### config.mk
export PLATFORM = sky130hd
export DESIGN_NAME = target_lock_qualifier
export DESIGN_NICKNAME = d
export VERILOG_FILES = /design/src/hw/rtl/tlq_pkg.sv /design/src/hw/rtl/target_lock_qualifier.sv /design/src/hw/rtl/tlq_decide.sv
export SDC_FILE = /design/constraint.sdc
export NUM_CORES = 1
export LEC_CHECK = 0
export ABC_AREA = 1
export BUFFER_PORTS_ARGS = -buffer_cell sky130_fd_sc_hd__clkbuf_2
export CAP_MARGIN = 20
export CORE_MARGIN = 2
export CORE_UTILIZATION = 40
export DETAILED_ROUTE_END_ITERATION = 10
export GPL_ROUTABILITY_DRIVEN = 0
export HOLD_SLACK_MARGIN = 0.06
export PLACE_DENSITY = 0.58
export SLEW_MARGIN = 20
export SYNTH_ARGS = -nofsm -noshare
export SYNTH_HDL_FRONTEND = slang
export SYNTH_SLANG_ARGS = --single-unit
### constraint.sdc
create_clock -name clk -period 4.66 [get_ports clk]
set_clock_uncertainty 0.15 [all_clocks]
set_input_delay 0.932 -clock clk [delete_from_list [all_inputs] [get_ports clk]]
set_output_delay 0.932 -clock clk [all_outputs]
set_load 0.01 [all_outputs]
### src/hw/rtl/tlq_pkg.sv
// Types and constants shared by the target lock qualifier modules.
package tlq_pkg;

  localparam logic [3:0] CAUSE_OK          = 4'd0;
  localparam logic [3:0] CAUSE_NO_FOLLOW   = 4'd1;
  localparam logic [3:0] CAUSE_NO_MSG      = 4'd2;
  localparam logic [3:0] CAUSE_NO_TRACK    = 4'd3;
  localparam logic [3:0] CAUSE_NO_NAV      = 4'd4;
  localparam logic [3:0] CAUSE_NOT_FINITE  = 4'd5;
  localparam logic [3:0] CAUSE_BAD_STAMP   = 4'd6;
  localparam logic [3:0] CAUSE_EXPIRED     = 4'd7;
  localparam logic [3:0] CAUSE_WARMING     = 4'd8;

  localparam logic [8:0] NO_PENDING = 9'h1FF;

  localparam logic [2:0] REG_TIMEOUT    = 3'd0;
  localparam logic [2:0] REG_OVERRIDE   = 3'd1;
  localparam logic [2:0] REG_ACTIVATION = 3'd2;
  localparam logic [2:0] REG_SWITCH     = 3'd3;
  localparam logic [2:0] REG_NAV        = 3'd4;

  typedef struct packed {
    logic [15:0] timeout_ms;
    logic [15:0] override_hold_ms;
    logic [15:0] activation_hold_ms;
    logic [15:0] switch_hold_ms;
    logic        require_nav;
  } cfg_t;

  typedef struct packed {
    logic        msg_present;
    logic        follow_allowed;
    logic        tracking;
    logic        nav_flag;
    logic [31:0] yaw_bits;
    logic [31:0] pitch_bits;
    logic [7:0]  sample_id;
    logic [31:0] stamp_ms;
    logic [31:0] now_ms;
  } sample_t;

  typedef struct packed {
    logic        latched;
    logic [31:0] hold_deadline;
    logic        hold_deadline_valid;
    logic [31:0] warmup_start;
    logic        warmup_active;
    logic [31:0] switch_start;
    logic        switch_active;
    logic [8:0]  pending_id;
    logic [31:0] kept_yaw;
    logic [31:0] kept_pitch;
    logic [7:0]  kept_id;
  } state_t;

  typedef struct packed {
    logic        success;
    logic        held;
    logic [31:0] out_yaw;
    logic [31:0] out_pitch;
    logic [7:0]  out_id;
    logic [3:0]  cause;
  } result_t;

endpackage

### src/hw/rtl/target_lock_qualifier.sv
// Top level of the target lock qualifier: register port, sample stage, lock state, result stage.
//
//   channel   handshake            payload
//   input     in_valid / in_stall   msg_present .. now_ms, one sample word
//   output    out_valid / out_stall success, held, out_yaw, out_pitch, out_id, cause
//   config    APB write / read      timeout and hold registers, require_nav
//
// A word is registered in the sample register and then in the result register, from which its result word is
// presented; one word is accepted in every cycle unless in_stall is raised.
// The lock state is updated as a word leaves the sample register, which sets the rate.
// rst is synchronous and resets the registers to their defaults, the lock state and both stages.
// A stall on the output holds the result word, and the sample stage then stalls the input.
module target_lock_qualifier
  import tlq_pkg::*;
(
  input  logic        clk,
  input  logic        rst,
  input  logic        psel,
  input  logic        penable,
  input  logic        pwrite,
  input  logic [4:0]  paddr,
  input  logic [31:0] pwdata,
  output logic [31:0] prdata,
  output logic        pready,
  input  logic        in_valid,
  output logic        in_stall,
  input  logic        msg_present,
  input  logic        follow_allowed,
  input  logic        tracking,
  input  logic        nav_flag,
  input  logic [31:0] yaw_bits,
  input  logic [31:0] pitch_bits,
  input  logic [7:0]  sample_id,
  input  logic [31:0] stamp_ms,
  input  logic [31:0] now_ms,
  output logic        out_valid,
  input  logic        out_stall,
  output logic        success,
  output logic        held,
  output logic [31:0] out_yaw,
  output logic [31:0] out_pitch,
  output logic [7:0]  out_id,
  output logic [3:0]  cause
);

  cfg_t    cfg;
  sample_t smp;
  logic    smp_valid;
  state_t  st;
  state_t  st_next;
  result_t res;
  result_t res_reg;
  logic    advance;
  logic    cfg_write;
  logic [2:0] reg_index;

  assign pready    = 1'b1;
  assign reg_index = paddr[4:2];
  assign cfg_write = psel && penable && pwrite && pready;

  always_ff @(posedge clk) begin
    if (rst) begin
      cfg.timeout_ms         <= 16'd500;
      cfg.override_hold_ms   <= 16'd0;
      cfg.activation_hold_ms <= 16'd0;
      cfg.switch_hold_ms     <= 16'd0;
      cfg.require_nav        <= 1'b1;
    end else if (cfg_write) begin
      case (reg_index)
        REG_TIMEOUT:    cfg.timeout_ms         <= pwdata[15:0];
        REG_OVERRIDE:   cfg.override_hold_ms   <= pwdata[15:0];
        REG_ACTIVATION: cfg.activation_hold_ms <= pwdata[15:0];
        REG_SWITCH:     cfg.switch_hold_ms     <= pwdata[15:0];
        REG_NAV:        cfg.require_nav        <= pwdata[0];
        default: ;
      endcase
    end
  end

  always_comb begin
    case (reg_index)
      REG_TIMEOUT:    prdata = {16'd0, cfg.timeout_ms};
      REG_OVERRIDE:   prdata = {16'd0, cfg.override_hold_ms};
      REG_ACTIVATION: prdata = {16'd0, cfg.activation_hold_ms};
      REG_SWITCH:     prdata = {16'd0, cfg.switch_hold_ms};
      REG_NAV:        prdata = {31'd0, cfg.require_nav};
      default:        prdata = 32'd0;
    endcase
  end

  assign advance  = !out_valid || !out_stall;
  assign in_stall = smp_valid && !advance;

  always_ff @(posedge clk) begin
    if (rst) begin
      smp_valid <= 1'b0;
    end else if (!in_stall) begin
      smp_valid <= in_valid;
    end
  end

  always_ff @(posedge clk) begin
    if (in_valid && !in_stall) begin
      smp.msg_present    <= msg_present;
      smp.follow_allowed <= follow_allowed;
      smp.tracking       <= tracking;
      smp.nav_flag       <= nav_flag;
      smp.yaw_bits       <= yaw_bits;
      smp.pitch_bits     <= pitch_bits;
      smp.sample_id      <= sample_id;
      smp.stamp_ms       <= stamp_ms;
      smp.now_ms         <= now_ms;
    end
  end

  tlq_decide u_decide (
    .cfg     (cfg),
    .st      (st),
    .smp     (smp),
    .st_next (st_next),
    .res     (res)
  );

  always_ff @(posedge clk) begin
    if (rst) begin
      st.latched             <= 1'b0;
      st.hold_deadline       <= 32'd0;
      st.hold_deadline_valid <= 1'b0;
      st.warmup_start        <= 32'd0;
      st.warmup_active       <= 1'b0;
      st.switch_start        <= 32'd0;
      st.switch_active       <= 1'b0;
      st.pending_id          <= NO_PENDING;
      st.kept_yaw            <= 32'd0;
      st.kept_pitch          <= 32'd0;
      st.kept_id             <= 8'd0;
    end else if (advance && smp_valid) begin
      st <= st_next;
    end
  end

  always_ff @(posedge clk) begin
    if (rst) begin
      out_valid <= 1'b0;
    end else if (advance) begin
      out_valid <= smp_valid;
    end
  end

  always_ff @(posedge clk) begin
    if (advance && smp_valid) begin
      res_reg <= res;
    end
  end

  assign success   = res_reg.success;
  assign held      = res_reg.held;
  assign out_yaw   = res_reg.out_yaw;
  assign out_pitch = res_reg.out_pitch;
  assign out_id    = res_reg.out_id;
  assign cause     = res_reg.cause;

endmodule

### src/hw/rtl/tlq_decide.sv
// Decision logic: qualifies one sample against the lock state and gives the next state.
module tlq_decide
  import tlq_pkg::*;
(
  input  cfg_t    cfg,
  input  state_t  st,
  input  sample_t smp,
  output state_t  st_next,
  output result_t res
);

  logic        nav_ok;
  logic        angles_ok;
  logic        stamp_ok;
  logic        fresh;
  logic        sample_ok;
  logic        hold_ok;
  logic        ok;
  logic        held_flag;
  logic [3:0]  cause_code;
  logic [31:0] age;
  logic [31:0] hold_left;
  logic [31:0] warm_elapsed;
  logic [31:0] switch_elapsed;
  logic [31:0] deadline_new;
  logic        ovr_on;
  logic [8:0]  id_ext;

  always_comb begin
    nav_ok    = !cfg.require_nav || smp.nav_flag;
    angles_ok = (smp.yaw_bits[30:23] != 8'hFF) && (smp.pitch_bits[30:23] != 8'hFF);
    stamp_ok  = smp.stamp_ms != 32'd0;
    age       = smp.now_ms - smp.stamp_ms;
    fresh     = stamp_ok && ((cfg.timeout_ms == 16'd0) ||
                 ($signed(age) <= $signed({16'd0, cfg.timeout_ms})));
    sample_ok = smp.tracking && nav_ok && angles_ok && stamp_ok && fresh;
    hold_left = smp.now_ms - st.hold_deadline;
    ovr_on    = cfg.override_hold_ms != 16'd0;
    hold_ok   = ovr_on && st.latched && st.hold_deadline_valid &&
                ($signed(hold_left) <= $signed(32'd0));
    deadline_new = smp.now_ms + {16'd0, cfg.override_hold_ms};
    id_ext    = {1'b0, smp.sample_id};

    st_next        = st;
    ok             = 1'b0;
    held_flag      = 1'b0;
    cause_code     = CAUSE_OK;
    warm_elapsed   = 32'd0;
    switch_elapsed = 32'd0;

    if (!smp.msg_present || (smp.follow_allowed && !sample_ok)) begin
      if (!smp.msg_present) begin
        cause_code = CAUSE_NO_MSG;
      end else begin
        st_next.warmup_active = 1'b0;
        st_next.warmup_start  = 32'd0;
        st_next.switch_active = 1'b0;
        st_next.switch_start  = 32'd0;
        st_next.pending_id    = NO_PENDING;
        if (!smp.tracking) begin
          cause_code = CAUSE_NO_TRACK;
        end else if (!nav_ok) begin
          cause_code = CAUSE_NO_NAV;
        end else if (!angles_ok) begin
          cause_code = CAUSE_NOT_FINITE;
        end else if (!stamp_ok) begin
          cause_code = CAUSE_BAD_STAMP;
        end else begin
          cause_code = CAUSE_EXPIRED;
        end
      end
      if (hold_ok) begin
        ok        = 1'b1;
        held_flag = 1'b1;
      end else begin
        st_next.latched             = 1'b0;
        st_next.hold_deadline_valid = 1'b0;
        st_next.hold_deadline       = 32'd0;
        st_next.warmup_active       = 1'b0;
        st_next.warmup_start        = 32'd0;
        st_next.switch_active       = 1'b0;
        st_next.switch_start        = 32'd0;
        st_next.pending_id          = NO_PENDING;
      end
    end else if (!smp.follow_allowed) begin
      cause_code                  = CAUSE_NO_FOLLOW;
      st_next.latched             = 1'b0;
      st_next.hold_deadline_valid = 1'b0;
      st_next.hold_deadline       = 32'd0;
      st_next.warmup_active       = 1'b0;
      st_next.warmup_start        = 32'd0;
      st_next.switch_active       = 1'b0;
      st_next.switch_start        = 32'd0;
      st_next.pending_id          = NO_PENDING;
    end else begin
      ok = 1'b1;
      if (!st.latched) begin
        if (!st.warmup_active || (st.pending_id != id_ext)) begin
          st_next.warmup_active = 1'b1;
          st_next.warmup_start  = smp.now_ms;
          st_next.pending_id    = id_ext;
        end
        warm_elapsed = smp.now_ms - st_next.warmup_start;
        if ((cfg.activation_hold_ms != 16'd0) &&
            ($signed(warm_elapsed) < $signed({16'd0, cfg.activation_hold_ms}))) begin
          ok         = 1'b0;
          cause_code = CAUSE_WARMING;
        end else begin
          st_next.kept_yaw      = smp.yaw_bits;
          st_next.kept_pitch    = smp.pitch_bits;
          st_next.kept_id       = smp.sample_id;
          st_next.latched       = 1'b1;
          st_next.warmup_active = 1'b0;
          st_next.switch_active = 1'b0;
          st_next.pending_id    = id_ext;
          st_next.hold_deadline_valid = ovr_on;
          st_next.hold_deadline       = ovr_on ? deadline_new : 32'd0;
        end
      end else if (smp.sample_id != st.kept_id) begin
        if (!st.switch_active || (st.pending_id != id_ext)) begin
          st_next.switch_active = 1'b1;
          st_next.switch_start  = smp.now_ms;
          st_next.pending_id    = id_ext;
        end
        switch_elapsed = smp.now_ms - st_next.switch_start;
        if ((cfg.switch_hold_ms != 16'd0) &&
            ($signed(switch_elapsed) < $signed({16'd0, cfg.switch_hold_ms}))) begin
          if (ovr_on) begin
            st_next.hold_deadline       = deadline_new;
            st_next.hold_deadline_valid = 1'b1;
          end
        end else begin
          st_next.kept_yaw      = smp.yaw_bits;
          st_next.kept_pitch    = smp.pitch_bits;
          st_next.kept_id       = smp.sample_id;
          st_next.latched       = 1'b1;
          st_next.warmup_active = 1'b0;
          st_next.switch_active = 1'b0;
          st_next.pending_id    = id_ext;
          st_next.hold_deadline_valid = ovr_on;
          st_next.hold_deadline       = ovr_on ? deadline_new : 32'd0;
        end
      end else begin
        st_next.switch_active       = 1'b0;
        st_next.switch_start        = 32'd0;
        st_next.pending_id          = id_ext;
        st_next.kept_yaw            = smp.yaw_bits;
        st_next.kept_pitch          = smp.pitch_bits;
        st_next.hold_deadline_valid = ovr_on;
        st_next.hold_deadline       = ovr_on ? deadline_new : 32'd0;
      end
    end

    res.success   = ok;
    res.held      = held_flag;
    res.out_yaw   = ok ? st_next.kept_yaw : 32'd0;
    res.out_pitch = ok ? st_next.kept_pitch : 32'd0;
    res.out_id    = ok ? st_next.kept_id : 8'd0;
    res.cause     = cause_code;
  end

endmodule

## After elaboration in Yosys (flattened, before gate mapping)

Cells that the tools add are included.

| cells by class | value |
|---|---|
| $add $sub $neg | 5 |
| $lt $le $gt $ge | 4 |
| eq/ne operators | 18 |
| muxes and demuxes | 48 |
| reduce and logical (&&, ||, !) cells | 50 |

Operator list:

| kind | count |
|---|---|
| $mux 109 | 3 |
| $mux 82 | 3 |
| $mux 33 | 7 |
| $mux 42 | 5 |
| $mux 72 | 2 |
| $sub 32x32->32 | 4 |
| $mux 106 | 1 |
| $mux 32 | 3 |
| $pmux 16 s5 | 1 |
| $mux 75 | 1 |
| $mux 34 | 2 |
| $lt 32x17->1 | 2 |
| $reduce_bool 16->1 | 3 |
| $add 32x16->32 | 1 |
| $le 32x1->1 const B | 1 |
| $le 32x17->1 | 1 |
| $mux 4 | 8 |
| $reduce_bool 32->1 | 1 |
| $logic_and 1x1->1 | 17 |
| $logic_not 16->1 | 1 |
| $ne 8x8->1 const B | 2 |
| $reduce_and 2->1 | 6 |
| $reduce_and 4->1 | 3 |
| $mux 1 | 10 |
| 21 further kinds | 37 |

| storage, ports and cells | value |
|---|---|
| register bits | 466 |
| bits of input ports | 184 |
| output and inout bits | 113 |
| word-level logic and storage cells | 158 |

## Depth between registers and ports, before layout

Gate-level depths: netlist (run 1).

| depth | value |
|---|---|
| depth in word-level cells | 18 |
| depth in mapped cells | 44 |
| depth with buffers taken out | 42 |

## Cells and area by module

From an unflattened synthesis (run 1), not the netlist that was laid out.

| second synthesis, totals | value |
|---|---|
| cells, all modules | 5,214 |
| area total of the unflattened synthesis | 33,827.4 um^2 |

By module, submodules not included:

| module | instances | cells an instance | area each (um^2) |
|---|---|---|---|
| tlq_decide | 1 | 3,666 | 17,730.8 |
| target_lock_qualifier | 1 | 1,548 | 16,096.7 |

## Least setup slack after synthesis (run 1)

OpenSTA, ideal clock, no wires.

| path | value |
|---|---|
| path kind | reg2reg |
| from | register smp[70] (netlist name) |
| to | register res_reg (netlist bit out_pitch[10]) (data pin) |
| setup time | 0.270 ns |
| arrival time | 4.353 ns |
| data required time | 4.240 ns |
| path slack | -0.113 ns |
| cell stages (with the launch flop) | 39 |
| path buffers | 2 |
| clock period less this slack | 4.773 ns |
| cells stage by stage | edfxtp_1 -> inv_2 -> nand2_1 -> nand2_1 -> nand3_1 -> nor2_2 -> nand2_1 -> nor2_4 -> inv_1 -> clkbuf_1 -> o21ai_0 -> ha_1 -> nand3_1 -> nand3_1 -> nand2_1 -> nand2_1 -> nand2_1 -> nand2_1 -> (+3 left out) -> nor2_1 -> a211oi_1 -> nand2_1 -> nand2_1 -> nand2_1 -> inv_1 -> nand2_1 -> nor2_1 -> nand4_1 -> nand2_1 -> nand2_2 -> nor2_1 -> nor2_1 -> inv_1 -> nand2_1 -> inv_2 -> clkbuf_1 -> a21oi_1 |

RTL lines:

| element | RTL line | source |
|---|---|---|
| end signal, assigned | target_lock_qualifier.sv:152 | `res_reg <= res;` |
| end, declared | target_lock_qualifier.sv:52 | `result_t res_reg;` |

==> out/qor.yml, run 1 <==
outcome: "finished, violations left"
violations: "setup timing"
drtPass1Iterations: 6
clock-sinks: 466
setup_viol: 256
critPathLaunch: "smp[71]$_DFFE_PP_"
yosys_most_used_dff: "dfxtp_1"
syn_area_um2: 33690
areaGrowthSynthToFinish_pct: 28.21
grt_max_degree: 151
ant_nets: 0
ff2ff_setup_slack_ns: -0.75
powerDensity_nw_per_um2: 299.6
rsz0062_at_grt: "yes"
p_leak_uw: 0.02170
worst_r2r_startpoint: "smp[71]$_DFFE_PP_"
setup.worst_path.class: "reg2reg"
final_max_slew_viol_count: 0
grt_overflow: 0
setup_ws_ns: -0.7514
cts.htree.levels: 2
routed_wl_um: 122800
multi_input_area_um2: 19270
path_common_cell: "buf_4"
reg2reg_depth: 39
finalCritPeriodShare: 1.161
async_flop_share: 0
cts_buffers: 53
grt_pass1_vias: 32700
postCtsHoldBufs: 0
synthAdderAreaFrac: 0.07204
cts_tree: "built"
die_w_um: 294.2
yosys_warnings: 0
max-cap-violations: 0
arrival_ns: 5.65
n_antenna_cell: 0
required_ns: 4.90
synth_cell_types: 49
cpMaxStageDelayCell: "edfxtp_1"
antenna_found_initial: 2
netlist_top_cells_area: "edfxtp_1 19%, nand2_1 18%, dfxtp_1 15%"
clk_latency_ns: 0.64
portBuffers: 261
fin_nets: 6182
cp-endpoint: "out_pitch[15]$_SDFFCE_PN0P_"
synth_edf_count: 218
synth_top_area_frac: 0.1943
synth_largest_area_cell: "edfxtp_1"
avgSynthCellArea_um2: 6.500
num_vias: 35850
wire_per_inst_um: 17.72
via_per_inst: 5.172
rr_endpoint: "out_pitch[15]$_SDFFCE_PN0P_"
rows: 106
dieArea_um2: 86570
drive_above_1_share: 0.1860
fin_crit_ns: 5.411
p_total_uw: 12940
hold_path_class: "in2reg"
synth.mux.area_fraction: 0
fillers: 8280
synthXorXnorAreaFrac: 0.02210
synth-seq-cells: 466
clock.fmax_mhz: 184.8
syn_inst: 5184
synth_compound_area_frac: 0.1158
start_util: 0.4032
grt_pass1_wl_um: 183700
irDropWorstVdd_uv: 313.2
yosysSeqAreaShare: 0.3416
clk_pin_slew_worst_paths_ns: 0.06
final_hold_viol_count: 0
core_area_um2: 83560
path_max_fanout: 7
cp-start-kind: "register"
seq_area_um2: 11510
maxSlewHeadroom: 0.3081
drc_errors: 0
die_y_um: 294.2
final_cell_area_um2: 43200
end_kind: "register"
cp_slowest_stage_delay_ns: 0.42
gr-usage-all-layers: 0.2706
dp_hpwl_um: 88330
clock_path_buffers: 3
synthSimpleGateAreaFrac: 0.3299
initialDrtViolationCount: 2919
ios: 297
worst_pin_slew_ns: 1.038
synth_top_family_by_area: "simple AND/OR/NAND/NOR gates"
root_buffer: "clkbuf_16"
postPlaceCellArea_um2: 39140
==> worst min-delay path by stage <==
stage	startpoint	endpoint	cells past startpoint
final	pitch_bits[13]	smp[85]$_DFFE_PP_	1
after global routing	pitch_bits[13]	smp[85]$_DFFE_PP_	1
after CTS	pitch_bits[13]	smp[85]$_DFFE_PP_	1
after detailed placement	st[82]$_SDFFE_PP0P_	st[82]$_SDFFE_PP0P_	2
after global placement	st[82]$_SDFFE_PP0P_	st[82]$_SDFFE_PP0P_	2
after floorplan	st[82]$_SDFFE_PP0P_	st[82]$_SDFFE_PP0P_	2
==> sequential cells by signal (all words and copies together) (netlist names) <==
signal,cells
st,181
out_pitch,32
smp_valid,1
out_valid,1
out_id,8
success,1
held,1
smp,140
cause,4
out_yaw,32
cfg,65
==> cells by family (layout without fill, tap and decap cells) <==
group           Yosys count  count (layout)
fa+ha+maj               191             191
buf+inv                1024            1675
simple gates           2704            2705
flops                   466             466
other cells               2              17
compound gates          712             712
xor+xnor                 85              85
==> stage by stage <==
step / util / setup slack (ns) / hold WS, ns / std cells / TNS [ns]
2_1_floorplan: - / 0.003897 / 0.2746 / 5199 / 0
5_1_grt: 0.5170 / -1.091 / 0.2846 / 6931 / -230.04
3_5_place_dp: 0.4684 / -0.8339 / 0.2988 / 6755 / -166.95
3_3_place_gp: 0.4684 / -0.7750 / 0.2895 / 6755 / -163.26
6_report: 0.5170 / -0.7514 / 0.3098 / 6931 / -143.49
4_1_cts: 0.5014 / -0.6089 / 0.2725 / 6894 / -126.42
==> where the power goes <==
part	total [µW]	switching [µW]	internal (µW)	leakage, µW
registers	4660	153	4510	0.00418
logic	3850	2270	1580	0.0166
clock network	4440	1820	2610	0.000876
total	12900	4240	8700	0.0217
==> cell usage after synthesis (7+ instances only) <==
cell       number
nand2_1      1581
inv_1         806
nor2_1        568
nand3_1       337
a21oi_1       336
dfxtp_1       248
o21ai_0       226
edfxtp_1      218
ha_1          186
clkbuf_1      128
nand4_1       117
o211ai_1       66
xor2_1         65
buf_2          41
nor3_1         38
o21ai_1        27
buf_4          24
xnor2_1        20
nor4_1         19
inv_2          18
o2111ai_1      16
o21bai_1       12
nand3b_1       11
a21o_1          7
buf_1           7
nand2_2         7
==> per-layer routing <==
layer | GRT usage | vias to the layer above | wire [µm] | share of wire
li1 | - | 17880 | - | -
met1 | 0.3826 | 16550 | 55430 | 0.45
met2 | 0.4315 | 1255 | 55750 | 0.45
met3 | 0.03172 | 166 | 8347 | 0.068
met4 | 0.08113 | 2 | 3295 | 0.027
met5 | 0 | - | 13 | 0.00011
==> cells in the final DEF (no fill, tap or decap), drive strengths merged, types with 4 or more instances in the layout <==
cell,n
a211oi,4
a21o,7
a21oi,339
a31oi,5
and2,5
buf,473
bufinv,8
clkbuf,352
clkinv,15
conb,17
dfxtp,248
edfxtp,218
fa,5
ha,186
inv,824
nand2,1590
nand3,340
nand3b,11
nand4,118
nor2,574
nor3,38
nor4,19
o2111ai,16
o211ai,66
o21ai,254
o21bai,12
or4,4
xnor2,20
xor2,65
==> layout make-up <==
| type | instances | area share |
|---|---|---|
| repair buffers | 751 | 0.1417 |
| well taps | 1080 | 0.03128 |
| inverters | 824 | 0.07226 |
| clock inverters | 24 | 0.008457 |
| flip-flops and latches | 466 | 0.2665 |
| multi-input cells | 3710 | 0.4462 |
| clock buffers | 75 | 0.03348 |
| repair inverters | 1 | 0.0001738 |
==> what timing repair did <==
action                                  4_1_cts  5_1_grt
gates resized for setup                     128      177
gates cloned                                 11       21
buffers inserted                             30       20
endpoints found under the setup margin      257      259
pin swaps                                    49       56
==> critical path, delay by kind of cell (launching register included) <==
kind | cells | cell delay, ns
buffers and inverters | 14 | 1.70
DFF | 1 | 0.42
AOI/OAI and AO/OA | 3 | 0.47
adders and majority gates | 1 | 0.25
and+or+nand+nor | 21 | 2.12
(Power assumes the default switching activity.)
==> inputs of run 2 (changes only) <==
Settings changed: CORE_MARGIN 2 to not set, REMOVE_ABC_BUFFERS set to 1.
==> out/qor.yml, run 2 (synthesized netlist as in run 1, its figures left out) <==
outcome: "finished, violations left"
violations: "setup timing"
clock_path_buffers: 3
fillers: 8294
maxSlewHeadroom: 0.2674
cpLargestDelayFamily: "simple AND/OR/NAND/NOR gates"
worst_pin_slew_ns: 1.097
ant_nets: 0
grt_pass1_wl_um: 182600
cts.htree.levels: 2
routed_wl_um: 123300
postPlaceCellArea_um2: 39330
multi_input_area_um2: 19430
via_per_inst: 5.170
dp_hpwl_um: 89290
drtPass1Iterations: 6
die_y_um: 292.2
portBuffers: 261
core_area_um2: 83560
gr-usage-all-layers: 0.2732
path_buf_inv: 10
fin_nets: 6208
required_ns: 5.06
worst_r2r_startpoint: "smp[71]$_DFFE_PP_"
largest_reg_flops: 181
irDropWorstVdd_uv: 396.9
areaGrowthSynthToFinish_pct: 28.81
clock-sinks: 466
finalHoldWorstSlack_ns: 0.2985
start_util: 0.4032
clock.fmax_mhz: 184.7
cpMaxStageDelayCell: "edfxtp_1"
grt_max_degree: 103
hold_path_class: "in2reg"
final_util: 0.5194
antenna_found_initial: 4
critPathLaunch: "smp[71]$_DFFE_PP_"
cts_tree: "built"
root_buffer: "clkbuf_16"
final_hold_viol_count: 0
reg_top3: "st: 181 flops, smp: 140 flops, cfg: 65 flops"
postCtsHoldBufs: 0
clk_latency_ns: 0.65
drc_errors: 0
layout_commonest_cell: "nand2_1"
fin_crit_ns: 5.415
final_cell_area_um2: 43400
setup_ws_ns: -0.7546
ios: 297
rsz0062_at_grt: "yes"
wire_per_inst_um: 17.72
max-cap-violations: 0
p_leak_uw: 0.02184
finalCritPeriodShare: 1.162
grt_pass1_vias: 32850
cts_buffers: 53
arrival_ns: 5.81
setup_viol: 257
final_cell_mix: "1484 x nand2_1, 790 x inv_1, 550 x nor2_1"
grt_overflow: 0
setup.worst_path.class: "reg2reg"
rows: 106
final_max_slew_viol_count: 0
cp_slowest_stage_delay_ns: 0.44
cp-start-kind: "register"
powerDensity_nw_per_um2: 297.7
end_kind: "register"
path_max_fanout: 16
top_register: "st"
num_vias: 35990
initialDrtViolationCount: 2805
min_from: "stamp_ms[5]"
clk_pin_slew_worst_paths_ns: 0.07
dieArea_um2: 85400
drive_above_1_share: 0.1950
seq_area_um2: 11510
path_common_cell: "buf_4"
die_w_um: 292.2
[run 2: worst paths after layout]
check | cells past startpoint | end | slack (ns)
max | 33 | st[148]$_SDFFE_PP0P_ | -0.75
min reg2reg | 2 | st[82]$_SDFFE_PP0P_ | 0.30
max reg2reg | 33 | st[148]$_SDFFE_PP0P_ | -0.75
min | 1 | smp[37]$_DFFE_PP_ | 0.30
[run 2: layout make-up]
class / instances / area share
inverter: 824 / 0.07159
clock buffer: 78 / 0.03673
sequential: 466 / 0.2652
clock inverter: 22 / 0.005449
antenna: 4 / 0.0002306
tap: 1080 / 0.03114
timing repair buffer: 779 / 0.1418
multi-input combinational: 3709 / 0.4478
[run 2: layer usage]
metal  up-vias  track usage  share of wire
met5         -            0        0.00021
met4         4      0.09692          0.033
met3       207      0.03710          0.075
met2      1308       0.4485           0.46
met1     16520       0.3664           0.43
li1      17960            -              -
[run 2: stage by stage]
step | setup WS [ns] | TNS (ns) | power (µW) | instances
2_1_floorplan | -5.899 | -1314.37 | 6735 | 4999
3_3_place_gp | -0.9437 | -192.69 | 8124 | 6790
3_5_place_dp | -0.9751 | -193.79 | 8150 | 6790
4_1_cts | -0.7259 | -143.13 | 12620 | 6899
5_1_grt | -1.119 | -245.04 | 13570 | 6959
6_report | -0.7546 | -151.03 | 12920 | 6962
[run 2: power breakdown]
group	switching, µW	total (µW)	leakage, µW	internal (µW)
Clock	1850	4400	0.000901	2550
Sequential	145	4650	0.00418	4510
Combinational	2290	3870	0.0168	1580
Total	4290	12900	0.0218	8630
[run 2: what timing repair did]
| action | in CTS | in global routing |
|---|---|---|
| pin swaps | 11 | 119 |
| setup buffers | 5 | 40 |
| gates cloned | 4 | 21 |
| setup endpoints to repair | 257 | 259 |
| endpoints found under the hold margin | 0 | 0 |
| resized for setup | 81 | 262 |
